**src/sv/bmao_ram.sv**
```systemverilog
// Generic single-port RAM with registered read data.
module bmao_ram #(
    parameter int WIDTH = 8,
    parameter int DEPTH = 256
) (
    input  logic                     clk,
    input  logic                     we,
    input  logic [$clog2(DEPTH)-1:0] addr,
    input  logic [WIDTH-1:0]         wdata,
    output logic [WIDTH-1:0]         rdata
);

    logic [WIDTH-1:0] mem [DEPTH];

    always_ff @(posedge clk)
    begin
        if (we)
        begin
            mem[addr] <= wdata;
        end
        else
        begin
            rdata <= mem[addr];
        end
    end

endmodule

```
**config.mk**
```make
export PLATFORM = sky130hd
export DESIGN_NAME = bmao_ram
export DESIGN_NICKNAME = d
export VERILOG_FILES = /design/src/sv/bmao_ram.sv
export SDC_FILE = /design/constraint.sdc
export NUM_CORES = 2
export LEC_CHECK = 0
export BUFFER_PORTS_ARGS = -buffer_cell sky130_fd_sc_hd__buf_2
export CORE_ASPECT_RATIO = 1.2
export CORE_MARGIN = 4
export CORE_UTILIZATION = 23
export DETAILED_ROUTE_END_ITERATION = 10
export GPL_ROUTABILITY_DRIVEN = 0
export GPL_TIMING_DRIVEN = 0
export PLACE_DENSITY = 0.45
export SLEW_MARGIN = 20
export SYNTH_ARGS = -nofsm -noshare
export SYNTH_HDL_FRONTEND = slang
export SYNTH_SLANG_ARGS = --single-unit
```
**constraint.sdc**
```tcl
create_clock -name clk -period 2.8 [get_ports clk]
set_input_delay 0.14 -clock clk [delete_from_list [all_inputs] [get_ports clk]]
set_output_delay 0.14 -clock clk [all_outputs]
set_load 0.05 [all_outputs]
```
==> flow_summary_export.csv <==
group,metric,value,unit
timing,hold_violations,0,
timing,fin_crit_sh,1.03,
setup_path,startpoint_type,"input pin",
power_and_ir_drop,switching_share,0.219,
final_layout,mostFrequentLayoutCell,"edfxtp_1",
clocking,cts_tree,"done",
setup_path,cp.required,3270,ps
setup_path,crit_chain,"clkbuf_4, clkbuf_2, buf_2, nor2b_1, nand3_1, clkbuf_2, buf_16, nor2_2",
yosys,yosysWarnings,0,
setup_path,cpMaxStageDelayCell,"nand3_1",
power_and_ir_drop,p_sw,14100,uW
setup_path,cp_num_buf_inv,5,
clocking,post-cts-setup-buffer-count,0,
setup_path,cp_max_fo,10,
timing,layout_setup_ws,-70.1,ps
grt,grt_pass1_wl,329000,um
setup_path,cp_top_family,"buffers and inverters",
routing,avgViaCountPerCell,4.47,
setup_path,ff2ff_setup_slack,150,ps
yosys,avgSynthCellArea,22.2,um2
place,place_ws,-3110,ps
floorplanning,fp.coreArea,339000,um2
timing,fmax,348,MHz
setup_path,r2r_cells,5,
place,dpl.hpwl,162000,um
timing,rsz0062_at_grt,"yes",
floorplanning,rows,234,
final_layout,final_area,92600,um2
clocking,clkLatencyLatePin,880,ps
clocking,path_clk_slew,60,ps
floorplanning,die-height,648,um
routing,ant_nets,0,
timing,drv_slew,0,
final_layout,nNetsFinal,3842,
routing,post_drt_wl_per_cell,28.2,um
power_and_ir_drop,power_frac_comb,0.052,
floorplanning,dieArea,351000,um2
yosys,netlist_instances,3545,
power_and_ir_drop,pwr-share-clk,0.419,
routing,route.detailed.drc,0,
grt,grt_remaining_overflow,0,
grt,grt_pass1_vias,39400,
clocking,cts_root_buf,"clkbuf_16",
timing,holdWs,170,ps
timing,slew_headroom,0.225,
min_path,whs_endpoint,"mem[67][6]",
power_and_ir_drop,leakage,0.0271,uW
clocking,htree_levels,4,
power_and_ir_drop,p_int,50200,uW
min_path,min_path_cells,4,
clocking,clock_path_buffers,4,
routing,drt_iter0_markers,3843,
yosys,synth_top_area_share,0.786,
grt,track_usage,0.133,
yosys,synth_top_cell_by_area,"edfxtp_1",
floorplanning,die_w,541,um
final_layout,layout_common_cells,"2,056 x edfxtp_1, 512 x mux4_2, 253 x a22oi_1",
clocking,clock-sinks,2056,
setup_path,cpMostUsedCell,"clkbuf_2",
yosys,ys_ff_latch,2056,
run_status,status,"complete, but fails checks",
setup_path,crit_arrival,3340,ps
run,max_cap_viol_count,0,
setup_path,rr_endpoint,"rdata[7]",
yosys,netlist_top_cells_area,"edfxtp_1 79%, mux4_2 15%, a22oi_1 2.4%",
min_path,hp-class,"input pin to flip-flop",
final_layout,drive_gt1_frac,0.286,
min_path,hp-start,"addr[7]",
routing,vias,37900,
final_layout,syn_to_final_growth,18.0,%
grt,grt_max_degree,125,
setup_path,critPathCaptureType,"flip-flop",
yosys,synth_area,78500,um2
setup_path,r2r-start,"mem[248][7]",
setup_path,path_depth,8,
routing,routed_wl,238000,um
power_and_ir_drop,max-vdd-ir-drop,0.000455,V
floorplanning,top_level_ports,26,
yosys,synth_fp_nets,3563,
power_and_ir_drop,pwr-share-seq,0.529,
place,place_area,85500,um2
final_layout,fillers,33500,
routing,dr.pass1.iters,6,
yosys,yosys.cell_types.count,20,
floorplanning,start_util,0.231,
setup_path,crit_type,"input pin to flip-flop",
power_and_ir_drop,power_density,694,nW/um2
place,io_buffers,22,
final_layout,post-route-util,0.273,
clocking,cts_buffers,208,
timing,finalSetupViolCount,85,
run_status,violations,"negative setup slack",
timing,finalWorstPathRequiredPeriod,2870,ps
grt,grt_antenna_before_repair,17,
yosys,yosysSeqAreaShare,0.786,
setup_path,slowest_delay,480,ps
timing,max_slew.worst_pin.slew,1160,ps
timing,skew,71.2,ps
==> layout make-up <==
class                           count  area, um2  share of cell area
Clock buffer                      253       5440              0.0587
Inverter                            1       3.75           0.0000405
Multi-Input combinational cell   1258      16500               0.178
Timing Repair Buffer               72       1200              0.0129
Tap cell                         4484       5610              0.0606
Sequential cell                  2056      61700               0.666
Buffer                            227       1180              0.0127
Clock inverter                    107        936              0.0101
Antenna cell                        8       20.0            0.000216
==> repair_timing <==
item,CTS,global route
endpoints found under the setup margin,1867,290
resized for setup,170,45
hold buffers,8,0
endpoints found under the hold margin,602,0
==> worst register-to-register path, stage by stage, from the launching register on <==
cell and delay [ps]:
edfxtp_1 370, mux4_2 490, a22oi_1 630, a21oi_1 350
o41ai_1 410, nand4_1 170
==> power by group through the flow <==
stage          clock network (uW)  registers, uW  logic, uW
2_1_floorplan                   0          34700       1500
3_3_place_gp                    0          34800       3190
3_5_place_dp                    0          34600       3360
4_1_cts                     27600          34000       3410
5_1_grt                     28800          34000       3500
6_report                    27000          34000       3340
==> layer usage <==
metal,share of wire,global-route usage
met1,0.38,0.159
met2,0.52,0.238
met3,0.054,0.0247
met4,0.040,0.0505
met5,0.000050,0
==> registers in the layout (all words and copies together), names as in the netlist <==
signal,flops
rdata,8
mem,2048
==> synth_stat cells <==
library cell and instances:
clkbuf_1 140, nand2_1 25, nor3_1 27, a22oi_1 256, buf_6 15, edfxtp_1 2056, buf_2 34, and2_1 3
nor2_1 234, nand2b_1 5, or2_2 2, o41ai_1 32, nor2b_1 8, a21oi_1 128, inv_1 1, mux4_2 512
nand4_1 9, buf_4 10, buf_1 31, nand3_1 17
==> how the worst max path moves through the flow <==
stage	slack (ps)	end	from
after floorplan	490	mem[107][0]	addr[0]
after global placement	-3760	mem[191][7]	addr[3]
after detailed placement	-3110	mem[191][7]	addr[1]
after CTS	2	mem[238][7]	addr[1]
after global routing	-20	mem[102][7]	addr[1]
final	-70	mem[102][4]	addr[1]
==> cell families (layout without fill, tap and decap cells) <==
logic type,after synthesis,after routing,synth area share
flip-flops,2056,2056,0.786
multiplexers,512,512,0.147
AO/OA/AOI/OAI,416,416,0.0362
AND/OR/NAND/NOR,330,330,0.0173
buffers and inverters,231,660,0.0135
other,0,8,0
==> per-stage QoR <==
step            TNS, ps  total power [uW]  cells
3_5_place_dp   -3329660             38000   8092
4_1_cts               0             65000   8457
3_3_place_gp   -9604510             38000   8051
2_1_floorplan         0             36200   3545
5_1_grt            -240             66200   8462
6_report          -2580             64300   8466
(Power assumes the default switching activity.)
