File: src/sv/bmao_pkg.sv
// Shared constants and types for the byte memory with atomic operations.
package bmao_pkg;

    localparam int MEM_BYTES = 65536;
    localparam int ADDR_W    = $clog2(MEM_BYTES);
    localparam int BADDR_W   = 16;
    localparam int DATA_W    = 64;
    localparam int CNT_W     = 4;

    typedef enum logic [3:0] {
        AMO_NONE = 4'd0,
        AMO_LRSC = 4'd1,
        AMO_SWAP = 4'd2,
        AMO_ADD  = 4'd3,
        AMO_XOR  = 4'd4,
        AMO_AND  = 4'd5,
        AMO_OR   = 4'd6,
        AMO_MIN  = 4'd7,
        AMO_MAX  = 4'd8,
        AMO_MINU = 4'd9,
        AMO_MAXU = 4'd10
    } amo_op_t;

    localparam logic [1:0] SIZE_BYTE   = 2'd0;
    localparam logic [1:0] SIZE_HALF   = 2'd1;
    localparam logic [1:0] SIZE_WORD   = 2'd2;
    localparam logic [1:0] SIZE_DOUBLE = 2'd3;

endpackage

File: src/sv/bmao_alu.sv
// Atomic combine unit: computes the value stored by a write transaction.
module bmao_alu (
    input  logic [1:0]                 size_log2,
    input  logic [3:0]                 amo_op,
    input  logic [bmao_pkg::DATA_W-1:0] old_value,
    input  logic [bmao_pkg::DATA_W-1:0] operand,
    output logic [bmao_pkg::DATA_W-1:0] new_value
);

    import bmao_pkg::*;

    logic [DATA_W-1:0] mask;
    logic [DATA_W-1:0] sbit;
    logic [DATA_W-1:0] o;
    logic [DATA_W-1:0] d;
    logic [DATA_W-1:0] sum;
    logic              d_lt_u;
    logic              d_gt_u;
    logic              d_lt_s;
    logic              d_gt_s;
    logic [DATA_W-1:0] combined;

    always_comb
    begin
        if (size_log2 == SIZE_DOUBLE)
        begin
            mask = '1;
            sbit = {1'b1, {(DATA_W-1){1'b0}}};
        end
        else
        begin
            mask = {{(DATA_W/2){1'b0}}, {(DATA_W/2){1'b1}}};
            sbit = {{(DATA_W/2){1'b0}}, 1'b1, {(DATA_W/2-1){1'b0}}};
        end
        o      = old_value & mask;
        d      = operand & mask;
        sum    = (o + d) & mask;
        d_lt_u = d < o;
        d_gt_u = d > o;
        d_lt_s = (d ^ sbit) < (o ^ sbit);
        d_gt_s = (d ^ sbit) > (o ^ sbit);
        case (amo_op_t'(amo_op))
            AMO_NONE, AMO_LRSC, AMO_SWAP: combined = d;
            AMO_ADD:  combined = sum;
            AMO_XOR:  combined = o ^ d;
            AMO_AND:  combined = o & d;
            AMO_OR:   combined = o | d;
            AMO_MIN:  combined = d_lt_s ? d : o;
            AMO_MAX:  combined = d_gt_s ? d : o;
            AMO_MINU: combined = d_lt_u ? d : o;
            AMO_MAXU: combined = d_gt_u ? d : o;
            default:  combined = o;
        endcase
        if (size_log2 inside {SIZE_WORD, SIZE_DOUBLE})
        begin
            new_value = combined;
        end
        else
        begin
            new_value = operand;
        end
    end

endmodule

File: config.mk
export PLATFORM = sky130hd
export DESIGN_NAME = bmao_alu
export DESIGN_NICKNAME = d
export VERILOG_FILES = /design/src/sv/bmao_pkg.sv /design/src/sv/bmao_alu.sv
export SDC_FILE = /design/constraint.sdc
export NUM_CORES = 1
export LEC_CHECK = 0
export BUFFER_PORTS_ARGS = -buffer_cell sky130_fd_sc_hd__buf_2
export CAP_MARGIN = 20
export CORE_ASPECT_RATIO = 1.2
export CORE_UTILIZATION = 40
export DETAILED_ROUTE_END_ITERATION = 7
export PLACE_DENSITY = 0.68
export SETUP_SLACK_MARGIN = 0.15
export SYNTH_ARGS = -nofsm -noshare
export SYNTH_HDL_FRONTEND = slang
export SYNTH_SLANG_ARGS = --single-unit
export TNS_END_PERCENT = 1
File: constraint.sdc
create_clock -name vclk -period 5.1
set_input_delay 0 -clock vclk [all_inputs]
set_output_delay 0 -clock vclk [all_outputs]
set_load 0.02 [all_outputs]
==> out/results.ini <==
[run_status]
outcome = finished clean

[synth]
synth_top_area_cell = ha_1
synth_most_common_cell = nand2_1
ys_types = 96
ys_warn_count = 0
synthTopCellsByArea = ha_1, a21oi_1, o21ai_0, nand2_1, inv_1
synth.top_cell.area_share_pct = 18.0
synth_common_cells = nand2_1, a21oi_1, ha_1
yosysSeqAreaShare_pct = 0
syn_inst = 1675
synth_nets = 1964
syn_area_um2 = 10700
avgSynthCellArea_um2 = 6.40

[timing]
finalWorstSetupSlack_ns = 0.531
rsz0062_at_grt = no
hold-worst-slack_ns = 0.352
fin_tns_setup_ns = 0
fmax_mhz = 219
worstMarginPinSlew_ns = 1.07
max-slew-margin-rel_pct = 28.5
fin_crit_sh_pct = 89.6
setup_viol = 0
min_period_ns = 4.57
slew_viol_final = 0
final-hold-violation-count = 0

[floorplan]
dieArea_um2 = 27500
dieHeight_um = 181
chipWidth_um = 151
fp-row-count = 65
ioPinCount = 198
start_util_pct = 40.7
core-area_um2 = 26400

[setup_path]
crit_type = in -> out
cp.arrival_ns = 4.57
cp-start-kind = primary input
cpLargestDelayFamily = compound AO/OA/AOI/OAI gates
crit_cells = 19
critPathRequiredTime_ns = 5.10
cp-end-kind = output port
slowest_stage = a2111oi_0
crit_chain = buf_2 > and2_2 > buf_12 > nand2_1 > ha_1 > a21oi_1 > o22ai_1 > a221oi_1 > o221ai_1 > and3_1 > o21ai_0 > nor2b_1 > buf_4 > a2bb2oi_2 > o21ai_0 > a2111oi_0 > buf_4 > nor2_1 > buf_2
critPathBufInv = 5
slowest_delay_ns = 0.59
critPathMaxFanout = 31

[drt]
drc_errors = 0
drt_iter0_markers = 1372
via_count = 14129
drt-total-wl_um = 48200
ant_nets = 0
viasPerCell = 6.64
wl_per_cell_um = 22.6
firstDrtPassIters = 6

[finish]
n_clock_buffer = 0
diodes = 0
seq_cells = 0
regArea_um2 = 0
syn_to_final_growth_pct = 11.8
nets = 2084
multi_input_area_um2 = 9660
drive_above_1_share_pct = 16.6
fillers = 2848

[run]
maxCapViolCount = 0

[place]
place_ws_ns = 0.687
place.gp.congestion = 1.03
portBuffers = 198
hpwl_um = 36000

[global_routing]
grt_pass1_wl_um = 73400
overflow = 0
antenna_found_initial = 0
grt_usage_pct = 33.8
grt_max_degree = 69
grt_pass1_vias = 13272

[worst_hold_path]
hp-class = in -> out
min_path_cells = 4

[cts]
cts_resized = 0
post_cts_buffers = 0
ctsHoldBuffers = 0

[power_and_ir_drop]
max-vdd-ir-drop_v = 0.0000602
p_per_area_nw_per_um2 = 103
p_leak_nw = 5.45

worst paths after layout:
kind                          from       endpoint  slack (ns)
worst max-delay path  size_log2[1]  new_value[28]        0.53
worst min-delay path   operand[59]  new_value[59]        0.35
where the power goes:
group          internal, mW  total [mW]  switching, mW
logic                 0.432        1.24          0.806
registers                 0           0              0
clock network             0           0              0
total                 0.432        1.24          0.806
per-stage QoR:
stage	cells	cell area (µm²)	util, %	power (mW)
finish	2128	12000	45.5	1.24
floorplan	1675	10700	-	0.792
global placement	2128	12000	45.5	1.19
CTS	2128	12000	45.5	1.21
detailed placement	2128	12000	45.5	1.20
global route	2128	12000	45.5	1.33
area by class of cell:
| cell class | count | share of cell area [%] |
|---|---|---|
| inverters | 147 | 4.60 |
| multi-input cells | 1403 | 80.6 |
| well taps | 335 | 3.50 |
| repair buffers | 243 | 11.3 |
metal layers:
metal  vias up  share of wire [%]  wire, µm  track usage, %
met5         -                  0         0               0
met4         0                6.0      2880            18.6
met3       182                9.1      4400            2.71
met2       858                 46     22000            55.6
met1      6621                 39     18800            43.0
li1       6468                  -         -               -
cell families (layout without fill, tap and decap cells):
group                      after synthesis  count (layout)  share of synthesized area, %
muxes                                    4               4                         0.397
adders and majority gates              165             165                          19.1
AOI/OAI and AO/OA                      678             678                          43.3
xor gates and xnor gates                45              45                          3.67
and+or+nand+nor                        511             511                          23.3
buffers and inverters                  272             390                          10.3
cells in the final DEF, fill, tap and decap left out, drive strengths merged, types with 21 or more instances in the layout:
| master | synthesis | routed |
|---|---|---|
| a221oi | 43 | 43 |
| a22oi | 29 | 29 |
| buf | 45 | 243 |
| nor2b | 27 | 27 |
| nand3 | 40 | 40 |
| xnor2 | 24 | 24 |
| inv | 146 | 146 |
| o22ai | 25 | 25 |
| nor3 | 43 | 43 |
| nand4 | 23 | 23 |
| o211ai | 29 | 29 |
| nor2 | 101 | 101 |
| nand2 | 171 | 171 |
| and3 | 29 | 29 |
| o21ai | 145 | 145 |
| ha | 154 | 154 |
| xor2 | 21 | 21 |
| a21o | 24 | 24 |
| a21oi | 169 | 169 |
Note: power is estimated with default switching activity, not from simulation.
